`src/rtl/j3d_pkg.sv`:
```
// ----------------------------------------------------------------------------
// j3d_pkg
// Shared constants, codes and control bundles of the 3D Jacobi stencil core.
// ----------------------------------------------------------------------------
package j3d_pkg;

    localparam int MAX_EDGE_DEF    = 32;
    localparam int VALUE_WIDTH_DEF = 32;

    localparam int FIELD_W     = 32;
    localparam int COORD_W     = 5;
    localparam int GSIZE_W     = 6;
    localparam int ITER_W      = 16;
    localparam int CFG_INDEX_W = 2;
    localparam int CFG_DATA_W  = 16;
    localparam int ADDR_W_DEF  = 15;

    // six face neighbours are fetched one per cycle
    localparam int               TAP_W    = 3;
    localparam logic [TAP_W-1:0] TAP_LAST = 3'd5;

    localparam logic [GSIZE_W-1:0] GRID_SIZE_RST = 6'd32;
    localparam logic [ITER_W-1:0]  MAX_ITER_RST  = 16'd1000;

    // round(65536 / 6) in Q0.16
    localparam logic signed [15:0] SIXTH_Q16 = 16'sd10923;
    localparam int                 FRAC_BITS = 16;

    localparam logic [CFG_INDEX_W-1:0] CFG_GRID_SIZE = 2'd0;
    localparam logic [CFG_INDEX_W-1:0] CFG_MAX_ITER  = 2'd1;

    localparam logic RES_READ = 1'b0;
    localparam logic RES_DONE = 1'b1;

    typedef enum logic [1:0] {
        OP_WRITE = 2'd0,
        OP_RUN   = 2'd1,
        OP_READ  = 2'd2
    } op_t;

    typedef enum logic [3:0] {
        ST_IDLE,
        ST_RUN_CHECK,
        ST_TAP,
        ST_ACC,
        ST_MUL,
        ST_ABS,
        ST_RND,
        ST_CLAMP,
        ST_WRITE,
        ST_SWEEP_END,
        ST_RESP
    } state_t;

    typedef struct packed {
        logic load_we;
        logic grid_re;
        logic src_re;
        logic cell_we;
    } mem_ctl_t;

    typedef struct packed {
        logic acc_first;
        logic acc_en;
        logic mul_en;
        logic abs_en;
        logic rnd_en;
        logic clp_en;
    } dp_ctl_t;

    typedef struct packed {
        logic load;
        logic kind;
        logic in_range;
    } resp_t;

endpackage

```
`src/rtl/j3d_relax.sv`:
```
// ----------------------------------------------------------------------------
// j3d_relax
// Shared relaxation unit: accumulates the seven terms of one cell, scales by
// one sixth, rounds to nearest (ties away from zero) and saturates.
// ----------------------------------------------------------------------------
module j3d_relax #(
    parameter int VALUE_WIDTH = j3d_pkg::VALUE_WIDTH_DEF
) (
    input  logic                clk,
    input  j3d_pkg::dp_ctl_t    ctl,
    input  logic [((VALUE_WIDTH > 32) ? 32 : VALUE_WIDTH)-1:0] grid_data,
    input  logic [((VALUE_WIDTH > 32) ? 32 : VALUE_WIDTH)-1:0] src_data,
    output logic [((VALUE_WIDTH > 32) ? 32 : VALUE_WIDTH)-1:0] result
);

    import j3d_pkg::*;

    localparam int VW       = (VALUE_WIDTH > 32) ? 32 : VALUE_WIDTH;
    localparam int SW       = VW + 3;
    localparam int PW       = SW + 16;
    localparam int RW       = PW - FRAC_BITS;
    localparam int RND_HALF = 1 << (FRAC_BITS - 1);

    localparam logic [RW-1:0] POS_LIM = {{(RW-VW+1){1'b0}}, {(VW-1){1'b1}}};
    localparam logic [RW-1:0] NEG_LIM = {{(RW-VW){1'b0}}, 1'b1, {(VW-1){1'b0}}};
    localparam logic [VW-1:0] SAT_MAX = {1'b0, {(VW-1){1'b1}}};
    localparam logic [VW-1:0] SAT_MIN = {1'b1, {(VW-1){1'b0}}};

    logic signed [VW-1:0] grid_s;
    logic signed [VW-1:0] src_s;
    logic signed [SW-1:0] acc_reg;
    logic signed [SW-1:0] acc_next;
    logic signed [PW-1:0] prod_reg;
    logic signed [PW-1:0] prod_next;
    logic [PW-1:0]        mag_reg;
    logic [PW-1:0]        mag_next;
    logic [PW-1:0]        rnd_sum;
    logic [RW-1:0]        rnd_reg;
    logic [RW-1:0]        neg_rnd;
    logic                 sign_reg;
    logic [VW-1:0]        res_reg;
    logic [VW-1:0]        res_next;

    assign grid_s = grid_data;
    assign src_s  = src_data;

    // one adder: first step loads source plus first neighbour
    assign acc_next  = (ctl.acc_first ? SW'(src_s) : acc_reg) + SW'(grid_s);
    assign prod_next = PW'(acc_reg) * PW'(SIXTH_Q16);
    assign mag_next  = prod_reg[PW-1] ? PW'(-prod_reg) : prod_reg;
    assign rnd_sum   = mag_reg + PW'(RND_HALF);
    assign neg_rnd   = ~rnd_reg + RW'(1);

    always_comb
    begin
        if (sign_reg)
        begin
            res_next = (rnd_reg > NEG_LIM) ? SAT_MIN : neg_rnd[VW-1:0];
        end
        else
        begin
            res_next = (rnd_reg > POS_LIM) ? SAT_MAX : rnd_reg[VW-1:0];
        end
    end

    always_ff @(posedge clk)
    begin
        if (ctl.acc_en)
        begin
            acc_reg <= acc_next;
        end
        if (ctl.mul_en)
        begin
            prod_reg <= prod_next;
        end
        if (ctl.abs_en)
        begin
            mag_reg  <= mag_next;
            sign_reg <= prod_reg[PW-1];
        end
        if (ctl.rnd_en)
        begin
            rnd_reg <= rnd_sum[PW-1:FRAC_BITS];
        end
        if (ctl.clp_en)
        begin
            res_reg <= res_next;
        end
    end

    assign result = res_reg;

endmodule

```
`config.mk`:
```
export PLATFORM = sky130hd
export DESIGN_NAME = j3d_relax
export DESIGN_NICKNAME = d
export VERILOG_FILES = /design/src/rtl/j3d_pkg.sv /design/src/rtl/j3d_relax.sv
export SDC_FILE = /design/constraint.sdc
export NUM_CORES = 1
export LEC_CHECK = 0
export BUFFER_PORTS_ARGS = -buffer_cell sky130_fd_sc_hd__buf_4
export CORE_AREA = 2 2 236 284
export CTS_BUF_LIST = sky130_fd_sc_hd__clkbuf_8
export CTS_CLUSTER_DIAMETER = 150
export DETAILED_ROUTE_END_ITERATION = 6
export DIE_AREA = 0 0 238 286
export GPL_TIMING_DRIVEN = 0
export SLEW_MARGIN = 20
export SYNTH_ARGS = -nofsm -noshare
export SYNTH_HDL_FRONTEND = slang
export SYNTH_SLANG_ARGS = --single-unit
export TNS_END_PERCENT = 5
```
`constraint.sdc`:
```
create_clock -name clk -period 19.6 [get_ports clk]
set_input_delay 3.92 -clock clk [delete_from_list [all_inputs] [get_ports clk]]
set_output_delay 3.92 -clock clk [all_outputs]
set_load 0.01 [all_outputs]
```
# Word level (Yosys, flattened, before mapping)
# Cells that the tools add are included.
classes:
  add_sub_neg: 4
  n_mul: 1
  magnitude_cmp: 2
  n_mux: 5
  bitwise: 1
op_table:
  columns: ["op", "n"]
  rows:
  - ["$mux W32", 3]
  - ["$add A51 B16 Y51 const B", 1]
  - ["$neg A51 Y51", 1]
  - ["$mul A35 B15 Y50 const B", 1]
  - ["$mux W50", 1]
  - ["$add A35 B32 Y35", 1]
  - ["$gt A35 B31 Y1 const B", 1]
  - ["$gt A35 B32 Y1 const B", 1]
  - ["$mux W35", 1]
  - ["$add A32 B1 Y32 const B", 1]
  - ["$not A32 Y32", 1]
totals:
  register_bits: 205
  out_inout_bits: 32
  word_cells: 20

# Longest topological paths before layout
depth:
  depth_word: 4
  mapped_depth: 23
  mapped_depth_nobuf: 23

# Least setup slack after synthesis
# Ideal clock, no wire load.
synth_timing:
  path_kind: "input to register"
  from: "input ctl[5] (netlist name)"
  to: "register acc_reg[33], data pin"
  setup_time_ns: 0.271
  t_arrival_ns: 7.051
  required_time_ns: 19.329
  path_slack_ns: 12.278
  cell_stages: 12
  n_path_buf: 2
  cell_sequence: "clkbuf_1 -> clkbuf_1 -> mux2_2 -> ha_1 -> a2111o_1 -> o211ai_1 -> a31o_2 -> a211oi_1 -> a41oi_1 -> nor2b_1 -> a2111oi_0 -> xnor2_1"
synth_via:
  elab_chain_len: 2
synth_lines:
  columns: ["item", "line_no", "source"]
  rows:
  - ["start: declaration", "j3d_relax.sv:10", "input j3d_pkg::dp_ctl_t ctl,"]
  - ["$mux W35", "j3d_relax.sv:48", "assign acc_next = (ctl.acc_first ? SW'(src_s) : acc_reg) + SW'(grid_s);"]
  - ["$add A35 B32 Y35", "j3d_relax.sv:48", null]
  - ["named net acc_next[33]", "j3d_relax.sv:32", "logic signed [SW-1:0] acc_next;"]
  - ["end signal: assignment", "j3d_relax.sv:70", "acc_reg <= acc_next;"]
  - ["end: declaration", "j3d_relax.sv:31", "logic signed [SW-1:0] acc_reg;"]
# The timed path passes the listed nets, and every way through them passes these cells.
# A chain may end at the register's enable or synchronous reset.

# Worst setup path after layout
# Ends and elaborated chain as after synthesis.

==> summary.txt <==
Global route
  • GRT overflow: 0
  • Largest net degree at the start of global routing: 51
  • GRT Util Overall: 0.128
  • First-pass GRT wire length: 70200 µm
  • Number of global-route vias before repair: about 14000
  • Initial antenna violation count: 1

Logic synthesis
  • Post-synth EDFFs: 189
  • Ys async rst share: 0
  • Distinct cells, synth: 67
  • Post-Syn Nets: 2444
  • Synthesized area: 20100 µm²
  • Avg Cell Area, Syn: 10.5 µm²
  • Number of synthesized register bits: 189
  • Warnings from Yosys: 0
  • Synth Flop Type: edfxtp_1
  • Seq/Total Area, Yosys: 0.283
  • Synth Instances: between 1500 and 2000

Placement
  • Final HPWL DP: 35500 µm
  • Placer congestion estimate: ~0.87
  • # port buffers: 101

STA
  • Worst-margin pin slew: around 0.83 ns
  • Maximum clock frequency: 0.123 GHz
  • Endpoints failing hold: 0
  • Slew headroom: 0.440
  • Skew final: approximately 0.021 ns
  • Part of the cycle the worst path needs: 0.415
  • Setup TNS: 0 ns
  • Setup violators final: 0
  • Setup repair after global routing missed its margin: false
  • Minimum clock period: 8.13 ns
  • Final Slew Violations: 0

Final layout
  • Fill count: roughly 6700
  • Share of layout cells above drive strength 1: 0.0919
  • Area growth syn-to-layout: 11.2%
  • Nets@finish: 2564
  • Largest register FFs: 50

Setup path
  • CP Depth: 14
  • Crit Path Max Fanout: 10
  • Startpoint types: primary input
  • Crit path DAT: 8.43 ns
  • Crit Path Class: primary input to flip-flop
  • Worst r2r path cells: 21
  • Crit path top cell by count: clkbuf_1
  • Worst setup EP type: flip-flop
  • CP max-delay cell: clkbuf_1
  • Critical Path, Cell by Cell: clkbuf_1 -> clkbuf_1 -> mux2i_1 -> inv_1 -> ha_1 -> a21oi_1 -> o21ai_0 -> o211ai_1 -> a31o_2 -> a211oi_1 -> a41oi_1 -> nor2b_1 -> a2111oi_0 -> xnor2_1
  • CP delay by family, top: compound AO/OA/AOI/OAI gates
  • Crit path buffers/inverters: 3
  • Slowest stage delay, CP: 0.69 ns
  • Worst Path Required: between 15 and 20 ns

Floorplan
  • Core area: 65500 µm²
  • Initial Utilization: 0.306
  • Full die area: 68100 µm²
  • Die height: around 290 µm
  • Num rows: about 100
  • IO Pins: 103
  • Die X: 238 µm

Status
  • Outcome: finished, final reports clean

Routing
  • Residual DRC count: 0
  • Final ANT Viol Nets: 0
  • Vias per inst: approximately 4.7
  • Initial DRT Pass Iterations: 5
  • Via Count: 13500
  • Iteration-0 DRC Markers: 636
  • WL per Instance: about 15 µm
  • Detailed Route WL: 42000 µm

Clock tree
  • Total CTS buffers: 17
  • CTS tree: yes
  • Cts hold-fix bufs: 0
  • Clock transition at the registers of the reported paths: 0.12 ns
  • Clock root buffer: clkbuf_8
  • Clk_lat worst skew: between 0.5 and 0.6 ns
  • Post_cts resized: 0
  • CTS H-tree depth: 4
  • Clk buf depth: 2
  • CTS Sinks: 189
  • Setup bufs post-CTS: 0

Run
  • Number of max-cap violations: 0

Hold path
  • WHS Path Cells: 0
  • Worst hold path type: flip-flop to flip-flop
[metrics by stage]
stage | instances | instance area [µm²] | hold WS (ns) | worst slack, ns | utilization
final | 2887 | 22300 | 0.489 | 11.47 | 0.341
after floorplan | 1913 | 20100 | 0.424 | 12.28 | -
after global placement | 2854 | 21900 | 0.442 | 10.80 | 0.334
after global routing | 2887 | 22300 | 0.489 | 11.22 | 0.341
after CTS | 2886 | 22300 | 0.484 | 11.37 | 0.341
after detailed placement | 2854 | 21900 | 0.461 | 10.75 | 0.334
[metal layers]
metal  wire length [µm]  global-route usage
met2              21400               0.233
met1              18600               0.155
met4                677              0.0377
met3               1360              0.0200
met5                  0                   0
[worst paths after layout]
check / start / end / slack [ns]
worst min register to register: prod_reg[49] / sign_reg / 0.49
worst max-delay path: ctl[5] / acc_reg[33] / 11.47
worst max register to register: acc_reg[17] / prod_reg[49] / 12.02
worst min-delay path: prod_reg[49] / sign_reg / 0.49
[area by class of cell]
cell class,instances,area (µm²),area share
diodes,1,2.50,0.000112
plain buffers,37,139,0.00622
clock buffers,17,234,0.0105
clock inverters,15,209,0.00936
inverters,369,1390,0.0621
multi-input cells,1318,12900,0.576
flip-flops and latches,189,5680,0.254
well taps,840,1050,0.0471
repair buffers,101,758,0.0340
[worst reg2reg max path, cell delays in order (launching register included)]
cell	delay, ns
edfxtp_1	0.59
ha_1	0.38
inv_1	0.06
fa_1	0.53
inv_1	0.05
fa_1	0.52
fa_1	0.46
fa_1	0.55
inv_1	0.06
fa_1	0.58
inv_1	0.06
ha_1	0.27
clkbuf_1	0.26
o21ai_0	0.15
a21oi_1	0.27
o2111ai_1	0.24
a2111oi_0	0.80
nor2_1	0.22
o41ai_1	0.58
a41oi_1	0.22
a31o_2	0.29
xnor2_1	0.25
[cell usage in the layout, fill, tap and decap left out, drive strengths merged, types with 10 or more instances in the layout]
cell type / netlist / layout
inv: 369 / 377
ha: 251 / 251
fa: 209 / 209
edfxtp: 189 / 189
nand2: 109 / 109
xnor2: 109 / 109
buf: 3 / 104
o21ai: 92 / 92
a21oi: 78 / 78
nor2: 65 / 65
clkbuf: 34 / 51
a21o: 34 / 34
o311ai: 31 / 31
mux2: 30 / 30
xor2: 29 / 29
nand3: 27 / 27
nand4: 26 / 26
nor3: 26 / 26
or3: 22 / 22
nor2b: 19 / 19
nand2b: 16 / 16
and3: 16 / 16
o21a: 11 / 11
o31ai: 11 / 11
nor4: 10 / 10
[Yosys cell counts, types with 3 or more instances]
library cell,n,area share
and4_1,4,0.0017
o21a_1,11,0.0041
and2_1,7,0.0022
a211o_1,3,0.0013
nand4b_1,3,0.0013
xor2_1,29,0.013
nand4_1,25,0.0078
clkbuf_1,34,0.0064
a21o_1,34,0.013
fa_1,209,0.21
nor3_1,25,0.0062
edfxtp_1,189,0.28
nor4_1,8,0.0025
o31ai_1,11,0.0041
a211oi_1,9,0.0034
inv_1,368,0.069
o21ai_0,90,0.022
nand3_1,27,0.0067
mux2_2,30,0.017
and3_1,16,0.0050
buf_1,3,0.00056
o21bai_1,9,0.0034
nand2_1,109,0.020
nor2_1,65,0.012
mux2i_1,3,0.0015
nor2b_1,19,0.0059
xnor2_1,109,0.048
a31oi_1,7,0.0022
or2_2,5,0.0016
a31o_2,4,0.0017
a21oi_1,78,0.019
o211ai_1,5,0.0019
or3_4,6,0.0034
or3_1,16,0.0050
o41ai_1,8,0.0035
o311ai_0,29,0.013
nand2b_1,16,0.0050
ha_1,251,0.16
[cells by family (layout without fill, tap and decap cells)]
kind of cell	after synthesis	after routing	share of synthesized area
DFF	189	189	0.283
and+or+nand+nor	365	365	0.0942
adders and majority gates	460	460	0.365
buffers and inverters	406	539	0.0760
muxes	33	33	0.0183
other	1	2	0.000187
xor gates and xnor gates	138	138	0.0602
AOI/OAI and AO/OA	321	321	0.103
Power is not shown: default switching activity piles up to over one toggle a cycle in this logic, so the estimate is an artifact.
