==> config.mk <==
export PLATFORM = sky130hd
export DESIGN_NAME = j3d_ctrl
export DESIGN_NICKNAME = d
export VERILOG_FILES = /design/src/rtl/j3d_pkg.sv /design/src/rtl/j3d_ctrl.sv
export SDC_FILE = /design/constraint.sdc
export NUM_CORES = 1
export LEC_CHECK = 0
export BUFFER_PORTS_ARGS = -buffer_cell sky130_fd_sc_hd__buf_2
export CORE_ASPECT_RATIO = 0.6
export CORE_MARGIN = 5
export CORE_UTILIZATION = 40
export CTS_BUF_LIST = sky130_fd_sc_hd__clkbuf_16
export DETAILED_ROUTE_END_ITERATION = 6
export GPL_TIMING_DRIVEN = 0
export HOLD_SLACK_MARGIN = 0.1
export SLEW_MARGIN = 10
export SYNTH_ARGS = -nofsm -noshare
export SYNTH_HDL_FRONTEND = slang
export SYNTH_SLANG_ARGS = --single-unit
==> constraint.sdc <==
create_clock -name clk -period 2.6 [get_ports clk]
set_clock_uncertainty 0.2 [all_clocks]
set_input_delay 0.13 -clock clk [delete_from_list [all_inputs] [get_ports clk]]
set_output_delay 0.13 -clock clk [all_outputs]
set_load 0.005 [all_outputs]
==> src/rtl/j3d_pkg.sv <==
// ----------------------------------------------------------------------------
// j3d_pkg
// Shared constants, codes and control bundles of the 3D Jacobi stencil core.
// ----------------------------------------------------------------------------
package j3d_pkg;

    localparam int MAX_EDGE_DEF    = 32;
    localparam int VALUE_WIDTH_DEF = 32;

    localparam int FIELD_W     = 32;
    localparam int COORD_W     = 5;
    localparam int GSIZE_W     = 6;
    localparam int ITER_W      = 16;
    localparam int CFG_INDEX_W = 2;
    localparam int CFG_DATA_W  = 16;
    localparam int ADDR_W_DEF  = 15;

    // six face neighbours are fetched one per cycle
    localparam int               TAP_W    = 3;
    localparam logic [TAP_W-1:0] TAP_LAST = 3'd5;

    localparam logic [GSIZE_W-1:0] GRID_SIZE_RST = 6'd32;
    localparam logic [ITER_W-1:0]  MAX_ITER_RST  = 16'd1000;

    // round(65536 / 6) in Q0.16
    localparam logic signed [15:0] SIXTH_Q16 = 16'sd10923;
    localparam int                 FRAC_BITS = 16;

    localparam logic [CFG_INDEX_W-1:0] CFG_GRID_SIZE = 2'd0;
    localparam logic [CFG_INDEX_W-1:0] CFG_MAX_ITER  = 2'd1;

    localparam logic RES_READ = 1'b0;
    localparam logic RES_DONE = 1'b1;

    typedef enum logic [1:0] {
        OP_WRITE = 2'd0,
        OP_RUN   = 2'd1,
        OP_READ  = 2'd2
    } op_t;

    typedef enum logic [3:0] {
        ST_IDLE,
        ST_RUN_CHECK,
        ST_TAP,
        ST_ACC,
        ST_MUL,
        ST_ABS,
        ST_RND,
        ST_CLAMP,
        ST_WRITE,
        ST_SWEEP_END,
        ST_RESP
    } state_t;

    typedef struct packed {
        logic load_we;
        logic grid_re;
        logic src_re;
        logic cell_we;
    } mem_ctl_t;

    typedef struct packed {
        logic acc_first;
        logic acc_en;
        logic mul_en;
        logic abs_en;
        logic rnd_en;
        logic clp_en;
    } dp_ctl_t;

    typedef struct packed {
        logic load;
        logic kind;
        logic in_range;
    } resp_t;

endpackage

==> src/rtl/j3d_ctrl.sv <==
// ----------------------------------------------------------------------------
// j3d_ctrl
// Sequencer: command decode, sweep and cell walk, neighbour address
// generation and control of the shared relaxation unit.
// ----------------------------------------------------------------------------
module j3d_ctrl #(
    parameter int MAX_EDGE = j3d_pkg::MAX_EDGE_DEF
) (
    input  logic                           clk,
    input  logic                           rst_n,
    input  logic                           in_valid,
    output logic                           in_ready,
    input  logic [1:0]                     opcode,
    input  logic [j3d_pkg::COORD_W-1:0]    cell_x,
    input  logic [j3d_pkg::COORD_W-1:0]    cell_y,
    input  logic [j3d_pkg::COORD_W-1:0]    cell_z,
    input  logic [j3d_pkg::GSIZE_W-1:0]    grid_size,
    input  logic [j3d_pkg::ITER_W-1:0]     max_iterations,
    input  logic                           out_free,
    output j3d_pkg::mem_ctl_t              mem_ctl,
    output logic [3*$clog2(MAX_EDGE)-1:0]  grid_rd_addr,
    output logic [3*$clog2(MAX_EDGE)-1:0]  src_rd_addr,
    output logic [3*$clog2(MAX_EDGE)-1:0]  wr_addr,
    output j3d_pkg::dp_ctl_t               dp_ctl,
    output j3d_pkg::resp_t                 resp,
    output logic                           cur_odd,
    output logic [j3d_pkg::ITER_W-1:0]     sweep_count
);

    import j3d_pkg::*;

    localparam int CW = $clog2(MAX_EDGE);
    localparam int AW = 3 * CW;
    localparam int EW = $clog2(MAX_EDGE + 1);
    localparam int NW = (EW > GSIZE_W) ? EW : GSIZE_W;

    state_t              state_reg;
    state_t              state_next;
    logic [TAP_W-1:0]    tap_reg;
    logic [CW-1:0]       i_reg;
    logic [CW-1:0]       j_reg;
    logic [CW-1:0]       k_reg;
    logic [NW-1:0]       last_reg;
    logic                small_reg;
    logic [ITER_W-1:0]   sweep_cnt_reg;
    logic                cur_odd_reg;
    logic                kind_reg;
    logic                in_range_reg;

    logic                accept;
    logic                in_range;
    logic [NW-1:0]       gs_ext;
    logic [NW-1:0]       n_eff;
    logic [CW+COORD_W-1:0] x_wide;
    logic [CW+COORD_W-1:0] y_wide;
    logic [CW+COORD_W-1:0] z_wide;
    logic [AW-1:0]       in_addr;
    logic [AW-1:0]       center;
    logic [AW-1:0]       nbr_addr;
    logic [CW-1:0]       im1;
    logic [CW-1:0]       ip1;
    logic [CW-1:0]       jm1;
    logic [CW-1:0]       jp1;
    logic [CW-1:0]       km1;
    logic [CW-1:0]       kp1;
    logic                i_last;
    logic                j_last;
    logic                k_last;

    assign accept   = in_valid && (state_reg == ST_IDLE);
    assign in_range = (int'(cell_x) < MAX_EDGE) && (int'(cell_y) < MAX_EDGE)
                   && (int'(cell_z) < MAX_EDGE);

    assign gs_ext = NW'(grid_size);
    assign n_eff  = (gs_ext > NW'(MAX_EDGE)) ? NW'(MAX_EDGE) : gs_ext;

    assign x_wide  = {{CW{1'b0}}, cell_x};
    assign y_wide  = {{CW{1'b0}}, cell_y};
    assign z_wide  = {{CW{1'b0}}, cell_z};
    assign in_addr = {x_wide[CW-1:0], y_wide[CW-1:0], z_wide[CW-1:0]};

    assign im1 = i_reg - CW'(1);
    assign ip1 = i_reg + CW'(1);
    assign jm1 = j_reg - CW'(1);
    assign jp1 = j_reg + CW'(1);
    assign km1 = k_reg - CW'(1);
    assign kp1 = k_reg + CW'(1);

    assign center = {i_reg, j_reg, k_reg};
    assign i_last = (NW'(i_reg) == last_reg);
    assign j_last = (NW'(j_reg) == last_reg);
    assign k_last = (NW'(k_reg) == last_reg);

    always_comb
    begin
        case (tap_reg)
            3'd0:    nbr_addr = {im1, j_reg, k_reg};
            3'd1:    nbr_addr = {ip1, j_reg, k_reg};
            3'd2:    nbr_addr = {i_reg, jm1, k_reg};
            3'd3:    nbr_addr = {i_reg, jp1, k_reg};
            3'd4:    nbr_addr = {i_reg, j_reg, km1};
            default: nbr_addr = {i_reg, j_reg, kp1};
        endcase
    end

    // next state
    always_comb
    begin
        state_next = state_reg;
        unique case (state_reg)
            ST_IDLE:
            begin
                if (in_valid)
                begin
                    unique case (opcode)
                        OP_RUN:  state_next = ST_RUN_CHECK;
                        OP_READ: state_next = ST_RESP;
                        default: state_next = ST_IDLE;
                    endcase
                end
            end
            ST_RUN_CHECK:
            begin
                if (sweep_cnt_reg == max_iterations)
                begin
                    state_next = ST_RESP;
                end
                else if (small_reg)
                begin
                    state_next = ST_SWEEP_END;
                end
                else
                begin
                    state_next = ST_TAP;
                end
            end
            ST_TAP:
            begin
                if (tap_reg == TAP_LAST)
                begin
                    state_next = ST_ACC;
                end
            end
            ST_ACC:       state_next = ST_MUL;
            ST_MUL:       state_next = ST_ABS;
            ST_ABS:       state_next = ST_RND;
            ST_RND:       state_next = ST_CLAMP;
            ST_CLAMP:     state_next = ST_WRITE;
            ST_WRITE:
            begin
                if (i_last && j_last && k_last)
                begin
                    state_next = ST_SWEEP_END;
                end
                else
                begin
                    state_next = ST_TAP;
                end
            end
            ST_SWEEP_END: state_next = ST_RUN_CHECK;
            ST_RESP:
            begin
                if (out_free)
                begin
                    state_next = ST_IDLE;
                end
            end
            default:      state_next = ST_IDLE;
        endcase
    end

    // outputs
    always_comb
    begin
        in_ready     = 1'b0;
        mem_ctl      = '0;
        dp_ctl       = '0;
        resp         = '0;
        grid_rd_addr = center;
        src_rd_addr  = center;
        wr_addr      = center;
        unique case (state_reg)
            ST_IDLE:
            begin
                in_ready        = 1'b1;
                grid_rd_addr    = in_addr;
                wr_addr         = in_addr;
                mem_ctl.load_we = in_valid && (opcode == OP_WRITE) && in_range;
                mem_ctl.grid_re = in_valid && (opcode == OP_READ);
            end
            ST_TAP:
            begin
                grid_rd_addr     = nbr_addr;
                mem_ctl.grid_re  = 1'b1;
                mem_ctl.src_re   = (tap_reg == '0);
                dp_ctl.acc_en    = (tap_reg != '0);
                dp_ctl.acc_first = (tap_reg == TAP_W'(1));
            end
            ST_ACC:   dp_ctl.acc_en  = 1'b1;
            ST_MUL:   dp_ctl.mul_en  = 1'b1;
            ST_ABS:   dp_ctl.abs_en  = 1'b1;
            ST_RND:   dp_ctl.rnd_en  = 1'b1;
            ST_CLAMP: dp_ctl.clp_en  = 1'b1;
            ST_WRITE: mem_ctl.cell_we = 1'b1;
            ST_RESP:
            begin
                resp.load     = out_free;
                resp.kind     = kind_reg;
                resp.in_range = in_range_reg;
            end
            default:
            begin
            end
        endcase
    end

    always_ff @(posedge clk or negedge rst_n)
    begin
        if (!rst_n)
        begin
            state_reg <= ST_IDLE;
        end
        else
        begin
            state_reg <= state_next;
        end
    end

    always_ff @(posedge clk or negedge rst_n)
    begin
        if (!rst_n)
        begin
            tap_reg       <= '0;
            i_reg         <= '0;
            j_reg         <= '0;
            k_reg         <= '0;
            last_reg      <= '0;
            small_reg     <= 1'b0;
            sweep_cnt_reg <= '0;
            cur_odd_reg   <= 1'b0;
            kind_reg      <= RES_READ;
            in_range_reg  <= 1'b0;
        end
        else
        begin
            if (accept && (opcode == OP_RUN))
            begin
                last_reg      <= n_eff - NW'(2);
                small_reg     <= (n_eff < NW'(3));
                sweep_cnt_reg <= '0;
                kind_reg      <= RES_DONE;
            end
            if (accept && (opcode == OP_READ))
            begin
                kind_reg     <= RES_READ;
                in_range_reg <= in_range;
            end
            if (state_reg == ST_RUN_CHECK)
            begin
                i_reg   <= CW'(1);
                j_reg   <= CW'(1);
                k_reg   <= CW'(1);
                tap_reg <= '0;
            end
            if (state_reg == ST_TAP)
            begin
                tap_reg <= tap_reg + TAP_W'(1);
            end
            if (state_reg == ST_WRITE)
            begin
                tap_reg <= '0;
                // z fastest, then y, then x
                if (!k_last)
                begin
                    k_reg <= kp1;
                end
                else
                begin
                    k_reg <= CW'(1);
                    if (!j_last)
                    begin
                        j_reg <= jp1;
                    end
                    else
                    begin
                        j_reg <= CW'(1);
                        i_reg <= ip1;
                    end
                end
            end
            if (state_reg == ST_SWEEP_END)
            begin
                cur_odd_reg   <= !cur_odd_reg;
                sweep_cnt_reg <= sweep_cnt_reg + ITER_W'(1);
            end
        end
    end

    assign cur_odd     = cur_odd_reg;
    assign sweep_count = sweep_cnt_reg;

`ifndef SYNTH
    a_tap_range: assert property (@(posedge clk) disable iff (!rst_n)
        (state_reg == ST_TAP) |-> (tap_reg <= TAP_LAST))
        else $error("neighbour tap out of range");

    a_interior: assert property (@(posedge clk) disable iff (!rst_n)
        (state_reg == ST_TAP) |->
            (i_reg != '0 && NW'(i_reg) <= last_reg && j_reg != '0 &&
             NW'(j_reg) <= last_reg && k_reg != '0 && NW'(k_reg) <= last_reg))
        else $error("sweep touches a boundary cell");

    a_swap_at_end: assert property (@(posedge clk) disable iff (!rst_n)
        !$stable(cur_odd_reg) |-> ($past(state_reg) == ST_SWEEP_END))
        else $error("grid swap outside sweep end");

    a_resp_idle: assert property (@(posedge clk) disable iff (!rst_n)
        resp.load |=> (state_reg == ST_IDLE))
        else $error("result loaded without returning to idle");
`endif

endmodule

* Yosys cells after proc, flatten, opt, wreduce, memory -nomap -nowiden
Index checks and enable logic that the tools add are counted.
Word-level totals: bits of input ports 43, flip-flop bits (word level) 48
Cells by class: add/subtract/negate cells 9, eq/ne operators 24, order comparisons 2, muxes and demuxes 42, reductions and logical operators 17
Operator list (number):
- 15-bit case mux with 5 select lines | 1
- 5-bit 2-to-1 mux | 11
- 4-bit case mux with 11 select lines | 1
- 16-bit 2-to-1 mux | 2
- 15-bit case mux with 2 select lines | 1
- 4-bit 2-to-1 mux | 6
- 5-bit by 6-bit == test with 1-bit output | 3
- 16-bit by 1-bit adder with 16-bit output (second input constant) | 1
- 16-bit == test | 1
- 4-bit by 3-bit == test with 1-bit output (second input constant) | 4
- 5-bit by 1-bit adder with 5-bit output (second input constant) | 3
- 15-bit 2-to-1 mux | 1
- 5-bit by 1-bit subtractor with 5-bit output (second input constant) | 3
- 4-bit == test (second input constant) | 3
- 3-bit 2-to-1 mux | 4
- 1-bit 2-to-1 mux | 11
- 4-bit by 2-bit == test with 1-bit output (second input constant) | 2
- 4-bit case mux with 2 select lines | 1
- 1-bit logical AND | 7
- 3-bit by 2-bit == test with 1-bit output (second input constant) | 2
- 3-bit == test (second input constant) | 2
- 6-bit greater-than comparator (second input constant) | 1
- 6-bit by 2-bit < comparator with 1-bit output (second input constant) | 1
- 6-bit 2-to-1 mux | 1
- other kinds (15) | 21

* Longest topological paths before layout
depth after elaboration 5, mapped depth 9, mapped depth without buffers 7

* Worst setup path after synthesis
Ideal clock, no wire load.
kind reg2out, start point register tap_reg[2], end point output port grid_rd_addr[8], slack 399 ps, required time 2270 ps, buffers on the path 2, data arrival time 1871 ps, stages on the path, launching flop included 10, path through dfrtp_1 clkbuf_1 inv_1 ha_1 clkbuf_1 inv_1 or3_1 a31oi_1 a21oi_1 o211ai_1
On the way: word-level cells in the longest chain between the ends 3, elaborated cells between the ends (all ways) 7, classes of those cells eq/ne (4); mux (2); reduce/logical (1)
RTL lines:
- start: declaration | line j3d_ctrl.sv:39 | logic [TAP_W-1:0] tap_reg;
- start signal: assignment | line j3d_ctrl.sv:267 | tap_reg <= tap_reg + TAP_W'(1);
- 3-bit == test, or another cell as far along | line j3d_ctrl.sv:96 | case (tap_reg)
- 15-bit case mux with 5 select lines (*) | line j3d_ctrl.sv:96
- 15-bit case mux with 2 select lines (*) | line j3d_ctrl.sv:182 | unique case (state_reg)
- end: declaration | line j3d_ctrl.sv:21 | output logic [3*$clog2(MAX_EDGE)-1:0] grid_rd_addr,
Mark *: on every way between the ends. The rest lies on a longest branch, timed or not.

* Worst setup path after layout
start point register tap_reg[1], end point output port grid_rd_addr[2]
Same word-level chain as after synthesis.

==> flow_summary.json <==
{
  "cp.required_ps": 2270,
  "port-buffer-count": 118,
  "pwr-share-seq": 0.249,
  "rows": 28,
  "hp-class": "in2reg",
  "top_level_ports": 119,
  "numCtsBuffers": 5,
  "seq_area_frac_synth": 0.299,
  "setup_ws_ps": 56.6,
  "status": "complete, no violations",
  "dpl.cell_count": 774,
  "hold_viol_final": 0,
  "synth_edf_count": 0,
  "crit_buf_inv": 2,
  "min_period_ps": 2540,
  "synth_area_per_cell_um2": 7.70,
  "grt_usage": 0.228,
  "grt_overflow": 0,
  "synth_area_leaders": "dfrtp_1, nand2_1, xnor2_1",
  "cp_max_fo": 6,
  "slew_viol_final": 0,
  "nets": 718,
  "path_cells": "inv_2 -> ha_2 -> o21bai_2 -> and3_2 -> a32o_1 -> a211oi_1 -> a221o_1 -> buf_2",
  "largest_reg_flops": 16,
  "cts_tree": "built",
  "crit_family": "compound AO/OA/AOI/OAI gates",
  "post-place-ws_ps": -165,
  "synth.top_cells.by_count": "nand2_1, dfrtp_1, o21ai_0",
  "rr_startpoint": "state_reg[3]",
  "p_leak_uw": 0.00246,
  "synth-adder-area-share": 0.0405,
  "post-route-util": 0.536,
  "dieWidth_um": 139,
  "chipHeight_um": 87.6,
  "critical_path_class": "reg2out",
  "max-clock-path-buffers": 2,
  "clk_latency_ps": 290,
  "clock_sinks": 48,
  "synth_nets": 577,
  "internal_power_uw": 2770,
  "synth-compound-area-share": 0.227,
  "vias": 4514,
  "fmax_mhz": 393,
  "synth_cell_type_count": 60,
  "die_area_mm2": 0.0122,
  "place_congestion": 0.910,
  "num_antenna_cells": 0,
  "synth.area.mux_share": 0.0156,
  "cp.arrival_ps": 2210,
  "cts_root_buf": "clkbuf_16",
  "postRouteAntennaNets": 0,
  "swShare": 0.470,
  "totalWireLength_um": 14100,
  "worstSetupStartpointType": "flop",
  "worstSetupEndpointType": "output port",
  "relSlewSlack": 0.389,
  "core-area_mm2": 0.00981,
  "grt_pass1_vias": 4304,
  "synth_top_cell_by_area": "dfrtp_1",
  "power_frac_clock": 0.160,
  "vias_per_cell": 5.66,
  "setup_violations": 0,
  "synth-async-reset-ratio": 1.00,
  "synth_top_family_by_area": "simple AND/OR/NAND/NOR gates",
  "ys_warn_count": 0,
  "antenna_found_initial": 0,
  "p_comb_frac": 0.591,
  "htree_levels": 2,
  "power_uw": 5230,
  "grt_max_degree": 49,
  "rsz0062_at_grt": "yes",
  "area_delta_synth_final_pct": 31.0,
  "final_cells": 797,
  "dr.first_iter.drc_count": 443,
  "critPathMaxStageDelay_ps": 430,
  "drt-pass1-iter-count": 5,
  "cpMaxStageDelayCell": "dfrtp_1",
  "crit_start": "tap_reg[1]",
  "clk_pin_slew_ps": 70,
  "start_util": 0.409,
  "worst_slew_pin_slew_ps": 909,
  "postSynthCellCount": 521,
  "syn-cell-area_mm2": 0.00401,
  "maxCapViolCount": 0,
  "wl_per_cell_um": 17.7,
  "yosys.area_share.simple": 0.264,
  "synth_flop_cell": "dfrtp_1",
  "ir_worst_vdd_uv": 426,
  "synth_top_area_frac": 0.299,
  "drc": 0,
  "hp-start": "grid_size[4]",
  "synth_xor_area_frac": 0.0939,
  "hold_ws_ps": 144,
  "synth-seq-cells": 48,
  "dpl.hpwl_um": 10700,
  "switchingPower_uw": 2450,
  "period_share": 0.978,
  "drive_gt1_frac": 0.275,
  "grt_pass1_wl_um": 22700,
  "yosysMostFrequentCell": "nand2_1",
  "power_density_mw_per_mm2": 994
}
==> cell families (layout without fill, tap and decap cells) <==
| kind of cell | Yosys count | count (layout) |
|---|---|---|
| XOR/XNOR | 43 | 43 |
| adder cells (fa/ha/maj) | 13 | 13 |
| AND/OR/NAND/NOR | 215 | 215 |
| flip-flops | 48 | 48 |
| AO/OA/AOI/OAI | 137 | 137 |
| buffers and inverters | 59 | 200 |
| multiplexers | 6 | 6 |
==> worst min-delay path: stages <==
cell	delay, ps
buf_2	100
nor3_1	50
mux2i_1	200
o21ai_0	100
==> per-stage QoR <==
step	TNS, ps	instance area, um2
3_5_place_dp	-758	4770
3_3_place_gp	-301	4770
6_report	0	5260
4_1_cts	-49.2	5160
5_1_grt	-209	5260
2_1_floorplan	0	4010
==> final cells by class <==
type,count,area (um2)
tap,135,169
multi-input combinational,414,2680
timing repair buffer,136,763
clock buffer,5,125
sequential,48,1210
buffer,35,171
clock inverter,2,60.1
fill,970,4550
inverter,22,82.6
==> power groups by stage <==
stage	registers, uW	logic [uW]	clock network (uW)
final	1300	3090	837
after global routing	1340	3400	876
after CTS	1290	2920	843
after detailed placement	1300	2780	0
after global placement	1290	2750	0
after floorplan	1220	1790	0
==> path summary, 6_finish.rpt <==
check,end,slack (ps),depth (start not counted)
worst max-delay path,grid_rd_addr[2],60,8
worst min-delay path,last_reg[5],140,4
worst max register to register,state_reg[3],80,6
worst min register to register,in_range_reg,270,1
max in group asynchronous,tap_reg[0],1510,2
min in group asynchronous,i_reg[3],200,2
==> metal layers <==
metal | part of all wire | GRT usage
met4 | 0.0038 | 0.0320
met1 | 0.51 | 0.354
met2 | 0.41 | 0.333
met3 | 0.082 | 0.0453
met5 | 0 | 0
==> cell usage in the layout, fill, tap and decap left out, types with 5 or more instances in the layout <==
master	synthesis	final
a21oi_1	21	21
clkbuf_1	27	14
clkbuf_16	0	5
o31ai_1	6	6
o21ai_0	43	40
a21o_1	6	6
nand3_1	30	28
buf_4	0	5
a22o_1	5	5
xnor2_1	30	30
inv_1	22	18
dfrtp_1	48	44
nor3_1	15	14
and2_1	6	6
dlygate4sd3_1	0	14
nand4_1	12	12
and3_1	7	6
clkbuf_2	0	9
nand2_1	79	79
buf_2	7	125
o211ai_1	11	11
ha_1	13	8
nand2b_1	12	10
xor2_1	13	13
nor2_1	32	31
==> repair_timing <==
action	in CTS	in global routing
hold buffers	14	0
pin swaps	0	5
resized for setup	21	37
endpoints found under the setup margin	29	47
hold endpoints to repair	57	0
setup buffers	0	4
(Power assumes the default switching activity.)
